`config.mk`:
```
export PLATFORM = sky130hd
export DESIGN_NAME = line_follow_pd_steering_unit
export DESIGN_NICKNAME = d
export VERILOG_FILES = /design/src/hdl/lfpd_pkg.sv /design/src/hdl/line_follow_pd_steering_unit.sv /design/src/hdl/lfpd_sequencer.sv
export SDC_FILE = /design/constraint.sdc
export NUM_CORES = 2
export LEC_CHECK = 0
export ABC_AREA = 1
export BUFFER_PORTS_ARGS = -buffer_cell sky130_fd_sc_hd__buf_2
export CORE_ASPECT_RATIO = 0.75
export CORE_MARGIN = 5
export CORE_UTILIZATION = 30
export CTS_CLUSTER_DIAMETER = 60
export DETAILED_ROUTE_END_ITERATION = 6
export REMOVE_ABC_BUFFERS = 1
export SKIP_LAST_GASP = 1
export SYNTH_ARGS = -nofsm -noshare
export SYNTH_HDL_FRONTEND = slang
export SYNTH_SLANG_ARGS = --single-unit
```
`constraint.sdc`:
```
create_clock -name clk -period 10.4 [get_ports clk]
set_input_delay 1.04 -clock clk [delete_from_list [all_inputs] [get_ports clk]]
set_output_delay 1.04 -clock clk [all_outputs]
set_load 0.005 [all_outputs]
```
`src/hdl/lfpd_pkg.sv`:
```
// Package for the line-follow PD steering unit.
// Holds the microcode types, condition codes and register indexes shared by
// the sequencer and the top level. No dependencies.
package lfpd_pkg;

    // Datapath operations, one per microcode step.
    typedef enum logic [3:0] {
        OP_NOP,
        OP_IDLE,
        OP_MUL_KP,
        OP_MUL_E,
        OP_MUL_KD,
        OP_MUL_K1000,
        OP_ACC,
        OP_ABS,
        OP_DIV_INIT,
        OP_DIV_STEP,
        OP_CORR,
        OP_EMIT
    } op_t;

    // Jump conditions evaluated by the sequencer.
    typedef enum logic [2:0] {
        COND_NEVER,
        COND_ALWAYS,
        COND_IN_VALID,
        COND_OUT_FREE,
        COND_CNT_NZ
    } cond_t;

    typedef logic [3:0] step_t;

    // One control word of the program.
    typedef struct packed {
        op_t   op;
        cond_t cond;
        step_t target;
        logic  hold;
    } ucode_t;

    // Status from the datapath that the jump conditions look at.
    typedef struct packed {
        logic in_valid;
        logic out_free;
        logic cnt_nz;
    } seq_flags_t;

    // Control handed from the sequencer to the datapath.
    typedef struct packed {
        op_t  op;
        logic fire;
    } seq_ctrl_t;

    typedef enum logic [2:0] {
        REG_CENTER_POSITION = 3'd0,
        REG_BASE_SPEED      = 3'd1,
        REG_DEAD_BAND       = 3'd2,
        REG_MAX_DUTY        = 3'd3,
        REG_KP_GAIN         = 3'd4,
        REG_KD_GAIN         = 3'd5,
        REG_LOST_THRESHOLD  = 3'd6,
        REG_SEARCH_OFFSET   = 3'd7
    } cfg_idx_t;

    localparam step_t STEP_IDLE = 4'd0;
    localparam step_t STEP_DIV  = 4'd8;
    localparam step_t STEP_EMIT = 4'd10;

endpackage

```
`src/hdl/line_follow_pd_steering_unit.sv`:
```
// Line-follow PD steering unit: a request is taken only while the unit is
// idle, so a new one waits until the previous result has been emitted.
// The microcode program runs five steps through one shared 32x17
// multiplier and adder, then an 8-step restoring divide loop.
// A result waiting in the output register does not block the next request.
// Reset (rst_n, asynchronous) loads the register defaults, clears the
// previous error and drops any pending result.
// Depends on lfpd_pkg and lfpd_sequencer.
module line_follow_pd_steering_unit (
    input  logic               clk,
    input  logic               rst_n,
    input  logic               cfg_we,
    input  logic [2:0]         cfg_index,
    input  logic [15:0]        cfg_data,
    input  logic               in_valid,
    output logic               in_ready,
    input  logic [12:0]        line_position,
    input  logic [9:0]         peak_reflectance,
    input  logic [15:0]        elapsed_ms,
    output logic               out_valid,
    input  logic               out_ready,
    output logic [7:0]         left_duty,
    output logic               left_forward,
    output logic               left_reverse,
    output logic [7:0]         right_duty,
    output logic               right_forward,
    output logic               right_reverse,
    output logic signed [13:0] line_error,
    output logic               line_lost
);

    localparam logic signed [16:0] K_DERIV_SCALE = 17'sd1000;

    // Configuration registers
    logic [12:0] center_reg;
    logic [7:0]  base_reg;
    logic [12:0] dead_band_reg;
    logic [7:0]  max_duty_reg;
    logic [15:0] kp_reg;
    logic [15:0] kd_reg;
    logic [9:0]  lost_thr_reg;
    logic [7:0]  search_reg;

    // Datapath registers
    logic signed [13:0] err_reg;
    logic signed [13:0] prev_err_reg;
    logic [15:0]        e_reg;
    logic               lost_reg;
    logic signed [47:0] prod_reg;
    logic signed [47:0] acc_reg;
    logic               sign_reg;
    logic [34:0]        rem_reg;
    logic               sat_reg;
    logic [7:0]         quo_reg;
    logic [2:0]         cnt_reg;
    logic signed [9:0]  corr_reg;

    logic               out_valid_reg;
    logic [7:0]         left_reg;
    logic [7:0]         right_reg;
    logic signed [13:0] line_err_out_reg;
    logic               lost_out_reg;

    lfpd_pkg::seq_flags_t flags;
    lfpd_pkg::seq_ctrl_t  ctrl;

    logic signed [31:0] mul_a;
    logic signed [16:0] mul_b;
    logic signed [48:0] mul_p;
    logic signed [14:0] diff;
    logic [47:0]        acc_abs;
    logic [23:0]        div_trial;
    logic               div_take;
    logic [8:0]         corr_mag;
    logic signed [9:0]  steer;
    logic signed [10:0] base_s;
    logic [13:0]        err_abs;
    logic               in_band;
    logic [7:0]         left_calc;
    logic [7:0]         right_calc;

    function automatic logic [7:0] clamp_duty(input logic signed [10:0] v,
                                              input logic [7:0] maxd);
        logic [7:0] r;
        priority if (v < 11'sd0)
            r = 8'd0;
        else if (v > $signed({3'b000, maxd}))
            r = maxd;
        else
            r = v[7:0];
        return r;
    endfunction

    lfpd_sequencer u_seq (
        .clk   (clk),
        .rst_n (rst_n),
        .flags (flags),
        .ctrl  (ctrl)
    );

    assign flags.in_valid = in_valid;
    assign flags.out_free = !out_valid_reg || out_ready;
    assign flags.cnt_nz   = (cnt_reg != 3'd0);
    assign in_ready       = (ctrl.op == lfpd_pkg::OP_IDLE);

    always_ff @(posedge clk or negedge rst_n)
    begin
        if (!rst_n)
        begin
            center_reg    <= 13'd2500;
            base_reg      <= 8'd180;
            dead_band_reg <= 13'd400;
            max_duty_reg  <= 8'd255;
            kp_reg        <= 16'd492;
            kd_reg        <= 16'd3072;
            lost_thr_reg  <= 10'd80;
            search_reg    <= 8'd120;
        end
        else if (cfg_we)
        begin
            unique case (lfpd_pkg::cfg_idx_t'(cfg_index))
                lfpd_pkg::REG_CENTER_POSITION: center_reg    <= cfg_data[12:0];
                lfpd_pkg::REG_BASE_SPEED:      base_reg      <= cfg_data[7:0];
                lfpd_pkg::REG_DEAD_BAND:       dead_band_reg <= cfg_data[12:0];
                lfpd_pkg::REG_MAX_DUTY:        max_duty_reg  <= cfg_data[7:0];
                lfpd_pkg::REG_KP_GAIN:         kp_reg        <= cfg_data;
                lfpd_pkg::REG_KD_GAIN:         kd_reg        <= cfg_data;
                lfpd_pkg::REG_LOST_THRESHOLD:  lost_thr_reg  <= cfg_data[9:0];
                lfpd_pkg::REG_SEARCH_OFFSET:   search_reg    <= cfg_data[7:0];
                default:                       center_reg    <= center_reg;
            endcase
        end
    end

    // Shared multiplier; its operands follow the current step.
    always_comb
    begin
        diff = 15'({err_reg[13], err_reg} - {prev_err_reg[13], prev_err_reg});
        unique case (ctrl.op)
            lfpd_pkg::OP_MUL_KP:
            begin
                mul_a = 32'(err_reg);
                mul_b = $signed({1'b0, kp_reg});
            end
            lfpd_pkg::OP_MUL_E:
            begin
                mul_a = prod_reg[31:0];
                mul_b = $signed({1'b0, e_reg});
            end
            lfpd_pkg::OP_MUL_KD:
            begin
                mul_a = 32'(diff);
                mul_b = $signed({1'b0, kd_reg});
            end
            lfpd_pkg::OP_MUL_K1000:
            begin
                mul_a = prod_reg[31:0];
                mul_b = K_DERIV_SCALE;
            end
            default:
            begin
                mul_a = 32'sd0;
                mul_b = 17'sd0;
            end
        endcase
        mul_p = 49'(mul_a) * 49'(mul_b);
    end

    // Truncation toward zero is done on the magnitude, so the divide is
    // floor(floor(|num| / 4096) / e), one quotient bit per step.
    always_comb
    begin
        acc_abs   = acc_reg[47] ? 48'(-acc_reg) : 48'(acc_reg);
        div_trial = 24'({8'd0, e_reg} << cnt_reg);
        div_take  = (rem_reg >= {11'd0, div_trial});
        corr_mag  = sat_reg ? 9'd255 : {1'b0, quo_reg};
    end

    always_comb
    begin
        if (lost_reg)
            steer = prev_err_reg[13] ? -$signed({2'b00, search_reg})
                                     : $signed({2'b00, search_reg});
        else
            steer = corr_reg;
        base_s     = $signed({3'b000, base_reg});
        err_abs    = err_reg[13] ? 14'(-err_reg) : 14'(err_reg);
        in_band    = (err_abs <= {1'b0, dead_band_reg});
        if (!lost_reg && in_band)
        begin
            left_calc  = base_reg;
            right_calc = base_reg;
        end
        else
        begin
            left_calc  = clamp_duty(11'(base_s - 11'(steer)), max_duty_reg);
            right_calc = clamp_duty(11'(base_s + 11'(steer)), max_duty_reg);
        end
    end

    always_ff @(posedge clk)
    begin
        if (ctrl.fire)
        begin
            unique case (ctrl.op)
                lfpd_pkg::OP_IDLE:
                begin
                    err_reg  <= 14'($signed({1'b0, center_reg})
                                    - $signed({1'b0, line_position}));
                    e_reg    <= (elapsed_ms == 16'd0) ? 16'd1 : elapsed_ms;
                    lost_reg <= (peak_reflectance < lost_thr_reg);
                end
                lfpd_pkg::OP_MUL_KP:    prod_reg <= mul_p[47:0];
                lfpd_pkg::OP_MUL_E:     acc_reg  <= mul_p[47:0];
                lfpd_pkg::OP_MUL_KD:    prod_reg <= mul_p[47:0];
                lfpd_pkg::OP_MUL_K1000: prod_reg <= mul_p[47:0];
                lfpd_pkg::OP_ACC:       acc_reg  <= 48'(acc_reg + prod_reg);
                lfpd_pkg::OP_ABS:
                begin
                    sign_reg <= acc_reg[47];
                    rem_reg  <= acc_abs[46:12];
                end
                lfpd_pkg::OP_DIV_INIT:
                begin
                    sat_reg <= (rem_reg >= {11'd0, e_reg, 8'd0});
                    quo_reg <= 8'd0;
                    cnt_reg <= 3'd7;
                end
                lfpd_pkg::OP_DIV_STEP:
                begin
                    if (div_take)
                        rem_reg <= rem_reg - {11'd0, div_trial};
                    quo_reg <= {quo_reg[6:0], div_take};
                    cnt_reg <= 3'(cnt_reg - 3'd1);
                end
                lfpd_pkg::OP_CORR:
                    corr_reg <= sign_reg ? -$signed({1'b0, corr_mag})
                                         : $signed({1'b0, corr_mag});
                lfpd_pkg::OP_EMIT:
                begin
                    left_reg         <= left_calc;
                    right_reg        <= right_calc;
                    line_err_out_reg <= err_reg;
                    lost_out_reg     <= lost_reg;
                end
                default:
                    cnt_reg <= cnt_reg;
            endcase
        end
    end

    always_ff @(posedge clk or negedge rst_n)
    begin
        if (!rst_n)
        begin
            out_valid_reg <= 1'b0;
            prev_err_reg  <= 14'sd0;
        end
        else
        begin
            if (ctrl.fire && ctrl.op == lfpd_pkg::OP_EMIT)
            begin
                out_valid_reg <= 1'b1;
                prev_err_reg  <= err_reg;
            end
            else if (out_ready)
                out_valid_reg <= 1'b0;
        end
    end

    assign out_valid     = out_valid_reg;
    assign left_duty     = left_reg;
    assign left_forward  = (left_reg != 8'd0);
    assign left_reverse  = 1'b0;
    assign right_duty    = right_reg;
    assign right_forward = (right_reg != 8'd0);
    assign right_reverse = 1'b0;
    assign line_error    = line_err_out_reg;
    assign line_lost     = lost_out_reg;

endmodule

```
`src/hdl/lfpd_sequencer.sv`:
```
// Microcode sequencer for the line-follow PD steering unit.
// Holds the step counter and the program table; depends on lfpd_pkg.
module lfpd_sequencer (
    input  logic                   clk,
    input  logic                   rst_n,
    input  lfpd_pkg::seq_flags_t   flags,
    output lfpd_pkg::seq_ctrl_t    ctrl
);

    lfpd_pkg::step_t  pc_reg;
    lfpd_pkg::step_t  pc_next;
    lfpd_pkg::ucode_t cw;
    logic             cond_hit;

    function automatic lfpd_pkg::ucode_t rom(input lfpd_pkg::step_t addr);
        lfpd_pkg::ucode_t w;
        w = '{op: lfpd_pkg::OP_NOP, cond: lfpd_pkg::COND_ALWAYS,
              target: lfpd_pkg::STEP_IDLE, hold: 1'b0};
        unique case (addr)
            4'd0: w = '{lfpd_pkg::OP_IDLE, lfpd_pkg::COND_IN_VALID, 4'd1, 1'b1};
            4'd1: w = '{lfpd_pkg::OP_MUL_KP, lfpd_pkg::COND_NEVER, 4'd0, 1'b0};
            4'd2: w = '{lfpd_pkg::OP_MUL_E, lfpd_pkg::COND_NEVER, 4'd0, 1'b0};
            4'd3: w = '{lfpd_pkg::OP_MUL_KD, lfpd_pkg::COND_NEVER, 4'd0, 1'b0};
            4'd4: w = '{lfpd_pkg::OP_MUL_K1000, lfpd_pkg::COND_NEVER, 4'd0, 1'b0};
            4'd5: w = '{lfpd_pkg::OP_ACC, lfpd_pkg::COND_NEVER, 4'd0, 1'b0};
            4'd6: w = '{lfpd_pkg::OP_ABS, lfpd_pkg::COND_NEVER, 4'd0, 1'b0};
            4'd7: w = '{lfpd_pkg::OP_DIV_INIT, lfpd_pkg::COND_NEVER, 4'd0, 1'b0};
            4'd8: w = '{lfpd_pkg::OP_DIV_STEP, lfpd_pkg::COND_CNT_NZ,
                        lfpd_pkg::STEP_DIV, 1'b0};
            4'd9: w = '{lfpd_pkg::OP_CORR, lfpd_pkg::COND_NEVER, 4'd0, 1'b0};
            4'd10: w = '{lfpd_pkg::OP_EMIT, lfpd_pkg::COND_OUT_FREE,
                         lfpd_pkg::STEP_IDLE, 1'b1};
            default: w = '{lfpd_pkg::OP_NOP, lfpd_pkg::COND_ALWAYS,
                           lfpd_pkg::STEP_IDLE, 1'b0};
        endcase
        return w;
    endfunction

    always_comb
    begin
        cw = rom(pc_reg);
    end

    always_comb
    begin
        unique case (cw.cond)
            lfpd_pkg::COND_NEVER:    cond_hit = 1'b0;
            lfpd_pkg::COND_ALWAYS:   cond_hit = 1'b1;
            lfpd_pkg::COND_IN_VALID: cond_hit = flags.in_valid;
            lfpd_pkg::COND_OUT_FREE: cond_hit = flags.out_free;
            lfpd_pkg::COND_CNT_NZ:   cond_hit = flags.cnt_nz;
            default:                 cond_hit = 1'b1;
        endcase
    end

    // A held step waits in place and does nothing until its condition is met.
    always_comb
    begin
        priority if (cond_hit)
            pc_next = cw.target;
        else if (cw.hold)
            pc_next = pc_reg;
        else
            pc_next = 4'(pc_reg + 4'd1);
        ctrl.op   = cw.op;
        ctrl.fire = cond_hit || !cw.hold;
    end

    always_ff @(posedge clk or negedge rst_n)
    begin
        if (!rst_n)
            pc_reg <= lfpd_pkg::STEP_IDLE;
        else
            pc_reg <= pc_next;
    end

endmodule

```
==> results by group <==
Outcome
  – Outcome: finished, final reports clean

Final layout
  – Area of the multi-input gates: a little under 30000 um^2
  – Post-Layout Cell Count: about 7700
  – Layout cells sized above 1: 6.49%
  – Fin nets: about 6600
  – Register Area: 9310 um^2
  – Fill count: 15527
  – Area delta synth->final: 8.36%

Clocking
  – Total CTS buffers: 37
  – CTS tree: built
  – Worst-skew pair later-pin latency: 0.63 ns
  – Setup Buffers After CTS: 0
  – Root Buffer: clkbuf_16
  – Post-CTS sizing: 0
  – CTS Hold Buffers Added: 0
  – Clock sink count: between 300 and 400
  – Reg clk slew, reported paths: around 0.070 ns
  – Max Buffers Root-to-Sink: 3
  – CTS H-tree lvls: 2

Floorplan
  – Initial core utilization: a little over 30%
  – Core area: between 100000 and 150000 um^2
  – Number of I/O pins: 100
  – Total die area: 154000 um^2
  – Chip Height: approximately 340 um
  – Row count: around 120
  – Die W: approximately 450 um

Synthesis
  – Synthesized instance count: about 5800
  – Top cell type's share of synthesized area: between 20% and 30%
  – Post-synth top area cell: fa_1
  – Seq/Total Area, Yosys: between 20% and 30%
  – Number of synthesized flops with an enable pin: about 220
  – #FFs+latches synth: approximately 330
  – Primary FF master, synth: edfxtp_1
  – Ranking of synthesized cells by area: fa_1, edfxtp_1, nand2_1
  – Mapped Avg Cell Area: 7.62 um^2
  – Syn. warnings: 0
  – Number of distinct library cells after synthesis: 67
  – Synth async-reset ratio: between 30% and 40%
  – Most instantiated library cell after synthesis: nand2_1
  – Synth cell count leaders: nand2_1, inv_1, fa_1, nor2_1, a21oi_1
  – Synthesized area: between 40000 and 50000 um^2

Timing
  – Endpoints failing hold: 0
  – Fmax: about 0.10 GHz
  – Setup violators final: 0
  – Fin. max-slew vios: 0
  – Slew headroom: between 4 and 5%
  – Worst-Margin Slew: roughly 1.4 ns
  – RSZ-0062 raised after global routing: false
  – Fin Clk Skew: 0.0582 ns
  – Tmin final: between 9 and 10 ns
  – Period utilization: 92.2%

Hold path
  – Worst Hold Class: reg -> reg
  – Worst hold path startpoint: err_reg[0]

GRT
  – Largest net degree at the start of global routing: 132
  – Congestion Overflow GR: 0
  – Initial antenna violation count: 4
  – Vias in the first global route: about 37000
  – Global Route Usage Sum: between 10% and 20%
  – First-pass GRT wire length: 235000 um

Critical path
  – Cell mode on critical path: inv_1
  – CP arrival: between 9 and 10 ns
  – RR Startpoint: u_seq.pc_reg[0]
  – Critical path endpoint category: register
  – R2r setup slk: just over 0.8 ns
  – Worst Path Max Fanout: 131
  – Critical path data required time: around 11 ns
  – Worst Setup Start Kind: register
  – Kind of critical path: reg -> reg
  – CP max-delay cell: fa_1
  – Critical Path Start: u_seq.pc_reg[0]
  – Max incr delay on CP: ~0.87 ns

Place
  – Placed Cells: between 7000 and 8000
  – RD Place Congestion: 0.980
  – Detailed Place HPWL: about 130000 um
  – IO Port Bufs: 97

Routing
  – 1st-pass router iterations: 7
  – Routed vias/inst: approximately 5.0
  – Vias: a little under 40000
  – DRC: 0
  – Drt initial violations: slightly below 4000
  – DR WL/cell: around 20 um
  – Post-DRT Antenna Nets: 0
  – Routed WL: approximately 160000 um

Job
  – Total of max-cap violations: 0
## logic make-up (layout without fill, tap and decap cells)
family / after synthesis / in the layout / share of synthesized area [%]
other cells: 1 / 4 / 0.00854
compound gates: 880 / 880 / 11.7
xor+xnor: 104 / 104 / 2.07
buf+inv: 1369 / 1424 / 12.4
simple gates: 2297 / 2297 / 21.9
fa+ha+maj: 782 / 782 / 30.7
flops: 327 / 327 / 21.2
mux: 4 / 4 / 0.0912
## per-layer routing
metal / track usage [%] / share of wire [%]
met1: 30.9 / 48
met2: 27.7 / 39
met3: 5.35 / 11
met4: 3.20 / 1.7
met5: 0 / 0
## final timing paths
kind                                       to  cells past startpoint
worst min register to register  line_error[0]                      0
min in group asynchronous       center_reg[9]                      1
worst max register to register   prod_reg[47]                     33
worst min-delay path            line_error[0]                      0
worst max-delay path             prod_reg[47]                     33
max in group asynchronous           kd_reg[5]                      2
## critical path: cells and delay by family (launching register included)
kind | cells | cell delay [ns]
fa+ha+maj | 9 | 4.42
simple gates | 12 | 2.78
buf+inv | 10 | 1.15
compound gates | 2 | 0.44
flops | 1 | 0.42
## cell type report
cell class | instances | share of cell area [%]
clock buffers | 41 | 2.02
clock inverters | 27 | 0.697
multi-input cells | 4069 | 61.3
repair buffers | 141 | 1.77
inverters | 1215 | 9.58
flip-flops and latches | 327 | 19.6
well taps | 1906 | 5.01
diodes | 2 | 0.0105
## placed cells by master (no fill, tap or decap), types with 6 or more instances in the layout
| cell | instances |
|---|---|
| a21boi_0 | 8 |
| a21o_1 | 22 |
| a21oi_1 | 364 |
| a21oi_4 | 20 |
| a31oi_1 | 8 |
| and2_1 | 24 |
| buf_2 | 96 |
| buf_4 | 43 |
| clkbuf_16 | 38 |
| clkinv_2 | 6 |
| dfrtp_1 | 77 |
| dfstp_2 | 34 |
| edfxtp_1 | 216 |
| fa_1 | 490 |
| ha_1 | 292 |
| inv_1 | 1180 |
| inv_2 | 35 |
| nand2_1 | 1354 |
| nand2_2 | 19 |
| nand3_1 | 245 |
| nand3b_1 | 12 |
| nand4_1 | 64 |
| nor2_1 | 448 |
| nor3_1 | 61 |
| nor4_1 | 22 |
| o211ai_1 | 9 |
| o211ai_2 | 11 |
| o21a_1 | 6 |
| o21ai_0 | 351 |
| o21ai_1 | 9 |
| o21bai_1 | 31 |
| o31ai_1 | 8 |
| or2_2 | 21 |
| xnor2_1 | 33 |
| xor2_1 | 71 |
## metrics by stage
step	setup TNS (ns)	hold WS [ns]	cell area [um^2]	util, %	setup slack, ns
floorplan	-80.95	0.426	43000	-	-1.69
global placement	0	0.436	46300	31.8	1.06
detailed placement	0	0.437	46300	31.8	1.09
CTS	0	0.449	47600	32.7	1.04
global route	0	0.463	47600	32.7	0.350
finish	0	0.455	47600	32.7	0.815
Power is not shown: default switching activity piles up to over one toggle a cycle in this logic, so the estimate is an artifact.
